<file path="src/rtl/kld_pkg.sv">
// Shared types, constants and codes for the KL divergence accumulator.
package kld_pkg;

  localparam int FRAC_BITS = 16;
  localparam int VAL_W     = 24;
  localparam int SUM_W     = 48;
  localparam int LOG_FB    = 30;
  localparam int LOG_W     = LOG_FB + 5;
  localparam int TERM_W    = 30;
  localparam int CNT_W     = 5;
  localparam int ADDR_W    = 3;

  localparam logic [27:0]      LN2_Q28  = 28'd186065279;
  localparam logic [SUM_W-1:0] SUM_MAX  = {SUM_W{1'b1}};
  localparam logic [CNT_W-1:0] SQ_LAST  = CNT_W'(LOG_FB - 1);
  localparam logic [ADDR_W-1:0] REG_USE_WEIGHTS = 3'd0;

  typedef struct packed {
    logic [VAL_W-1:0]        data_value;
    logic [VAL_W-1:0]        approx_value;
    logic signed [VAL_W-1:0] weight;
    logic                    last;
  } in_data_t;

  typedef struct packed {
    logic [SUM_W-1:0] divergence_total;
    logic             saturated;
  } out_data_t;

  typedef enum logic [3:0] {
    ST_IDLE,
    ST_START,
    ST_NORM,
    ST_SQ,
    ST_MAG,
    ST_LN_LO,
    ST_LN_HI,
    ST_PR_LO,
    ST_PR_HI,
    ST_TERM,
    ST_WMUL,
    ST_ACC
  } state_t;

  typedef enum logic [2:0] {
    MUL_SQ,
    MUL_LN_LO,
    MUL_LN_HI,
    MUL_PR_LO,
    MUL_PR_HI,
    MUL_WT
  } mul_op_t;

  typedef struct packed {
    logic [LOG_FB:0]     mant;
    logic [LOG_W-1:0]    mag;
    logic [LOG_W-1:0]    lnm;
    logic [VAL_W-1:0]    v;
    logic [TERM_W-1:0]   term;
    logic [VAL_W-2:0]    w;
  } mul_opnd_t;

endpackage

</file>
<file path="src/rtl/kld_mul.sv">
// Shared 32x32 multiplier with operand selection for each sequencer step.
module kld_mul
  import kld_pkg::*;
(
  input  mul_op_t     op,
  input  mul_opnd_t   opnd,
  output logic [63:0] product
);

  logic [31:0] mul_a;
  logic [31:0] mul_b;

  always_comb begin
    case (op)
      MUL_SQ: begin
        mul_a = 32'(opnd.mant);
        mul_b = 32'(opnd.mant);
      end
      MUL_LN_LO: begin
        mul_a = opnd.mag[31:0];
        mul_b = 32'(LN2_Q28);
      end
      MUL_LN_HI: begin
        mul_a = 32'(opnd.mag[LOG_W-1:32]);
        mul_b = 32'(LN2_Q28);
      end
      MUL_PR_LO: begin
        mul_a = opnd.lnm[31:0];
        mul_b = 32'(opnd.v);
      end
      MUL_PR_HI: begin
        mul_a = 32'(opnd.lnm[LOG_W-1:32]);
        mul_b = 32'(opnd.v);
      end
      MUL_WT: begin
        mul_a = 32'(opnd.term);
        mul_b = 32'(opnd.w);
      end
      default: begin
        mul_a = '0;
        mul_b = '0;
      end
    endcase
  end

  assign product = 64'(mul_a) * 64'(mul_b);

endmodule

</file>
<file path="config.mk">
export PLATFORM = sky130hd
export DESIGN_NAME = kld_mul
export DESIGN_NICKNAME = d
export VERILOG_FILES = /design/src/rtl/kld_pkg.sv /design/src/rtl/kld_mul.sv
export SDC_FILE = /design/constraint.sdc
export NUM_CORES = 2
export LEC_CHECK = 0
export BUFFER_PORTS_ARGS = -buffer_cell sky130_fd_sc_hd__buf_4
export CORE_ASPECT_RATIO = 0.6
export CORE_MARGIN = 2
export CORE_UTILIZATION = 65
export DETAILED_ROUTE_END_ITERATION = 10
export PLACE_DENSITY = 0.85
export SLEW_MARGIN = 20
export SYNTH_ARGS = -nofsm -noshare
export SYNTH_HDL_FRONTEND = slang
export SYNTH_SLANG_ARGS = --single-unit
</file>
<file path="constraint.sdc">
create_clock -name vclk -period 19.3
set_clock_uncertainty 0.05 [all_clocks]
set_input_delay 0.965 -clock vclk [all_inputs]
set_output_delay 0.965 -clock vclk [all_outputs]
set_load 0.1 [all_outputs]
</file>
Yosys cells after proc, flatten, opt, wreduce, memory -nomap -nowiden
Cells that the tools add are included.

Logic and storage cells: 11. Input port bits: 181. Register bits: 0. Output and inout port bits: 64.

Mux-type cells: 2. Multiply operators: 1. Reduce and logical (&&, ||, !) cells: 3. Equal/unequal tests: 5.

Operators by type and width (count): $pmux 32 s6 (1); $pmux 31 s4 (1); $mul 32x32->64 (1); $eq 3x2->1 const B (2); $eq 3x3->1 const B (2); $reduce_or 2->1 (2); $eq 3x1->1 const B (1); $logic_not 3->1 (1).

Depth between registers and ports, before layout
Depth in word-level cells: 4. Mapped depth: 34. Gate-level depth less buffers: 30.

Worst setup path after synthesis
OpenSTA, ideal clock, no wires.

Kind: input to output. From: input op[1]. To: output product[61]. Data arrival time: 11.744 ns. Required time: 18.285 ns. Path slack: 6.541 ns. Buffers on the path: 5. Stages: 32. Cell sequence: buf_2 -> or2_2 -> clkbuf_1 -> nor2_1 -> buf_2 -> nand2_1 -> nand4_1 -> buf_2 -> buf_2 -> nand2_1 -> fa_1 -> inv_1 -> fa_1 -> fa_1 -> inv_1 -> fa_1 -> inv_1 -> fa_1 -> fa_1 -> fa_1 -> inv_1 -> fa_1 -> inv_1 -> ha_1 -> nand2_1 -> o221ai_1 -> a21oi_1 -> nor3_1 -> nand3_1 -> nand2_1 -> a21oi_2 -> o311ai_0.

Longest elaborated chain between the ends: 4. Elaborated cells on any way between the ends: 11. Classes of those cells: mul (1); eq/ne (5); mux (2); reduce/logical (3).

Ends and longest elaborated chain: start: declaration (RTL line kld_mul.sv:5) `input mul_op_t op,`; $eq 3x3->1 (tied with other cells) (RTL line kld_mul.sv:14) `case (op)`; $reduce_or 2->1 (no line); $pmux 31 s4 (RTL line kld_mul.sv:14); $mul 32x32->64 * (RTL line kld_mul.sv:46) `assign product = 64'(mul_a) * 64'(mul_b);`; end: declaration (RTL line kld_mul.sv:7) `output logic [63:0] product`.

Mark *: on every way between the ends. The rest lies on a longest branch, timed or not.

Worst setup path after layout
From: input op[0]. To: output product[63].

Same word-level chain as after synthesis.

==> results.md <==
Routing:
- The total wire length is 120000 um.
- The count of nets left with antenna violations once routing finished came out at 0.
- The violation count after the first detailed-route iteration is 3823.
- In the final routed layout, each cell accounts on average for 26.1 um.
- The number of vias per cell is 6.31.
- For this run, design rule violations remaining after detail routing come to 0.
- Across all layers, the routed design uses 29100 vias.
- For this run, the detailed router's first-pass iteration total came to 7.

Timing:
- Measured against its own limit, the worst slew margin works out to 14.5%.
- The time the worst path needs with I/O delays and setup is 12.99 ns.
- The count of final max-slew check failures is 0.
- The number of failing setup endpoints in the final timing report is 0.
- The final worst hold slack is 2.88 ns.
- The sum of negative setup slack is 0 ns.
- The worst path uses 67.3% of the clock period.
- The final hold violation count came to 0.
- For the pin with the worst max-slew slack, the measured transition is 1.28 ns.
- Setup repair after global routing left no endpoint under its margin.
- Timing would allow up to 0.0770 GHz.

Floorplanning:
- The placeable core region is 0.0497 sq mm.
- Once the floorplan was initialized, standard cells occupied 66.1% of the core.
- In this run the core area contains 63 standard-cell rows.
- The full die area is 0.0524 sq mm.
- The boundary pin count is 245.
- The die is 178 um tall.
- Measured along the x axis, the die boundary spans 294 um.

Global routing:
- Global routing finished with a remaining overflow of 0.
- The initial antenna violation count is 2.
- The first-pass GRT wire length is 182000 um.
- The pin count of the biggest net entering global routing is 57.
- The overall global routing resource usage is 47.8%.
- The number of global-route vias before repair was 29600.

Yosys:
- The number of distinct library cells after synthesis is 68.
- The Yosys step of the flow raised 0 warnings.
- Yosys attributes the largest share of cell area to sky130_fd_sc_hd__fa_1 53%, sky130_fd_sc_hd__ha_1 10%, sky130_fd_sc_hd__inv_1 9.4%.
- Of the post-synthesis cell area, the dominant cell type holds 52.9%.
- The sequential fraction of the synthesis area is 0%.
- The biggest area contributor in the post-synthesis netlist is sky130_fd_sc_hd__fa_1.
- After synthesis the cells add up to 0.0328 sq mm.
- The post-synthesis cell count is 3844.
- The average instance in the mapped netlist occupies 8.54 sq um.

Setup path:
- STA classifies the critical path startpoint as an input port.
- The data required time at the worst endpoint is 18.28 ns.
- In this design, the stage delay of the slowest critical-path cell is 0.82 ns.
- Grouping stages by cell kind, the critical path spends the most delay in adder cells.
- The most prevalent standard cell on the critical path is sky130_fd_sc_hd__fa_1.
- The type of the worst setup path is input port to output pin.
- In this run the number of cells on the critical path is 30.
- Among all stages on the critical path, the largest delay is contributed by sky130_fd_sc_hd__a2111oi_0.
- The kind of end point of the critical path is an output pin.
- The largest driver fanout on the critical path is 56.
- Together, buffers and inverters on the worst path number 7.
- The arrival time of data at the critical path endpoint is 11.97 ns.

Cells and area:
- The post-synthesis to final-layout area growth is 7.72%.
- The area of combinational cells with multiple inputs is 0.0291 sq mm.
- The flip-flop and latch area is 0 sq um.
- The top cell types in the final layout, fill and taps aside, are 867 x sky130_fd_sc_hd__fa_1, 819 x sky130_fd_sc_hd__inv_1, 580 x sky130_fd_sc_hd__nand2_1.
- For this run, the number of standard cells in the final layout without fillers is 4604.
- The design has 0 sequential cells.
- The proportion of layout cells with a drive suffix above 1 is 9.49%.
- The number of nets in the finished design is 5265.
- The clock buffers instantiated in the layout total 0.
- Leaving out fill and tap cells, the most frequent cell in the layout is sky130_fd_sc_hd__fa_1.
- The layout has 3810 filler cells.

Status:
- The flow ran to the end, and the final reports show no timing, DRC or antenna violations.

Place:
- Detailed placement ended at an HPWL of 99800 um.
- The cell count after placement is 4602.
- The routability-driven placement congestion ratio is 1.08.
- Input and output buffers added on the ports amount to 245.

Job:
- Across the run, the number of max-cap violations was 0.

Min path:
- The worst hold path passes through 6 cells.
- The worst hold path belongs to the class input port to output pin.

Clock network:
- The number of cells upsized or downsized after cts is 0.
- The quantity of hold-fixing buffers added after cts is 0.
- The number of buffers inserted to repair setup after CTS is 0.
logic make-up after synthesis:
family | synth area share [%]
XOR/XNOR | 1.52
adder cells (fa/ha/maj) | 62.8
multiplexers | 0.568
AO/OA/AOI/OAI | 8.22
buffers and inverters | 12.0
AND/OR/NAND/NOR | 14.9
other | 0.0114
path summary, 6_finish.rpt:
| kind | from | end | slack [ns] |
|---|---|---|---|
| worst max-delay path | op[0] | product[63] | 6.31 |
| worst min-delay path | opnd[23] | product[0] | 2.88 |
per-layer routing:
| layer | wire length, um | vias up | track usage [%] |
|---|---|---|---|
| li1 | - | 11700 | - |
| met1 | 45000 | 14100 | 67.6 |
| met2 | 43100 | 2866 | 59.6 |
| met3 | 27500 | 372 | 31.0 |
| met4 | 4450 | 6 | 11.8 |
| met5 | 69 | - | 0.938 |
cell usage after synthesis (all sizes together) (3+ instances only):
cell type	n
fa	867
inv	819
nand2	580
nor2	513
ha	262
clkbuf	177
a21oi	101
o21ai	73
buf	40
a21o	36
xnor2	35
a221oi	28
a221o	25
a22o	24
nand2b	23
xor2	22
o21a	21
nand4	20
nor2b	14
mux2i	13
and3	12
nand3	12
o22ai	11
and2	10
nor3	9
or2	9
o21bai	8
a211oi	6
a21boi	6
a31oi	6
and4	6
o211ai	6
o31ai	6
o211a	4
a41oi	3
nand3b	3
o221ai	3
o311ai	3
tightest hold or removal path, delay by kind of cell:
family / cells / cell delay, ns
muxes: 1 / 0.14
and+or+nand+nor: 1 / 0.16
buffers and inverters: 3 / 0.63
AOI/OAI and AO/OA: 1 / 0.04
metrics by stage:
step	utilization (%)	setup WS [ns]	cell area, sq um
final	71.2	6.31	35400
after global routing	71.2	6.18	35400
after CTS	71.2	6.70	35400
after detailed placement	71.2	6.73	35400
after global placement	71.2	6.77	35400
after floorplan	-	6.54	32900
final cells by class:
| type | count | share of cell area, % |
|---|---|---|
| Timing Repair Buffer | 322 | 6.83 |
| Antenna cell | 1 | 0.00707 |
| Inverter | 820 | 8.70 |
| Multi-Input combinational cell | 2811 | 82.2 |
| Tap cell | 650 | 2.30 |
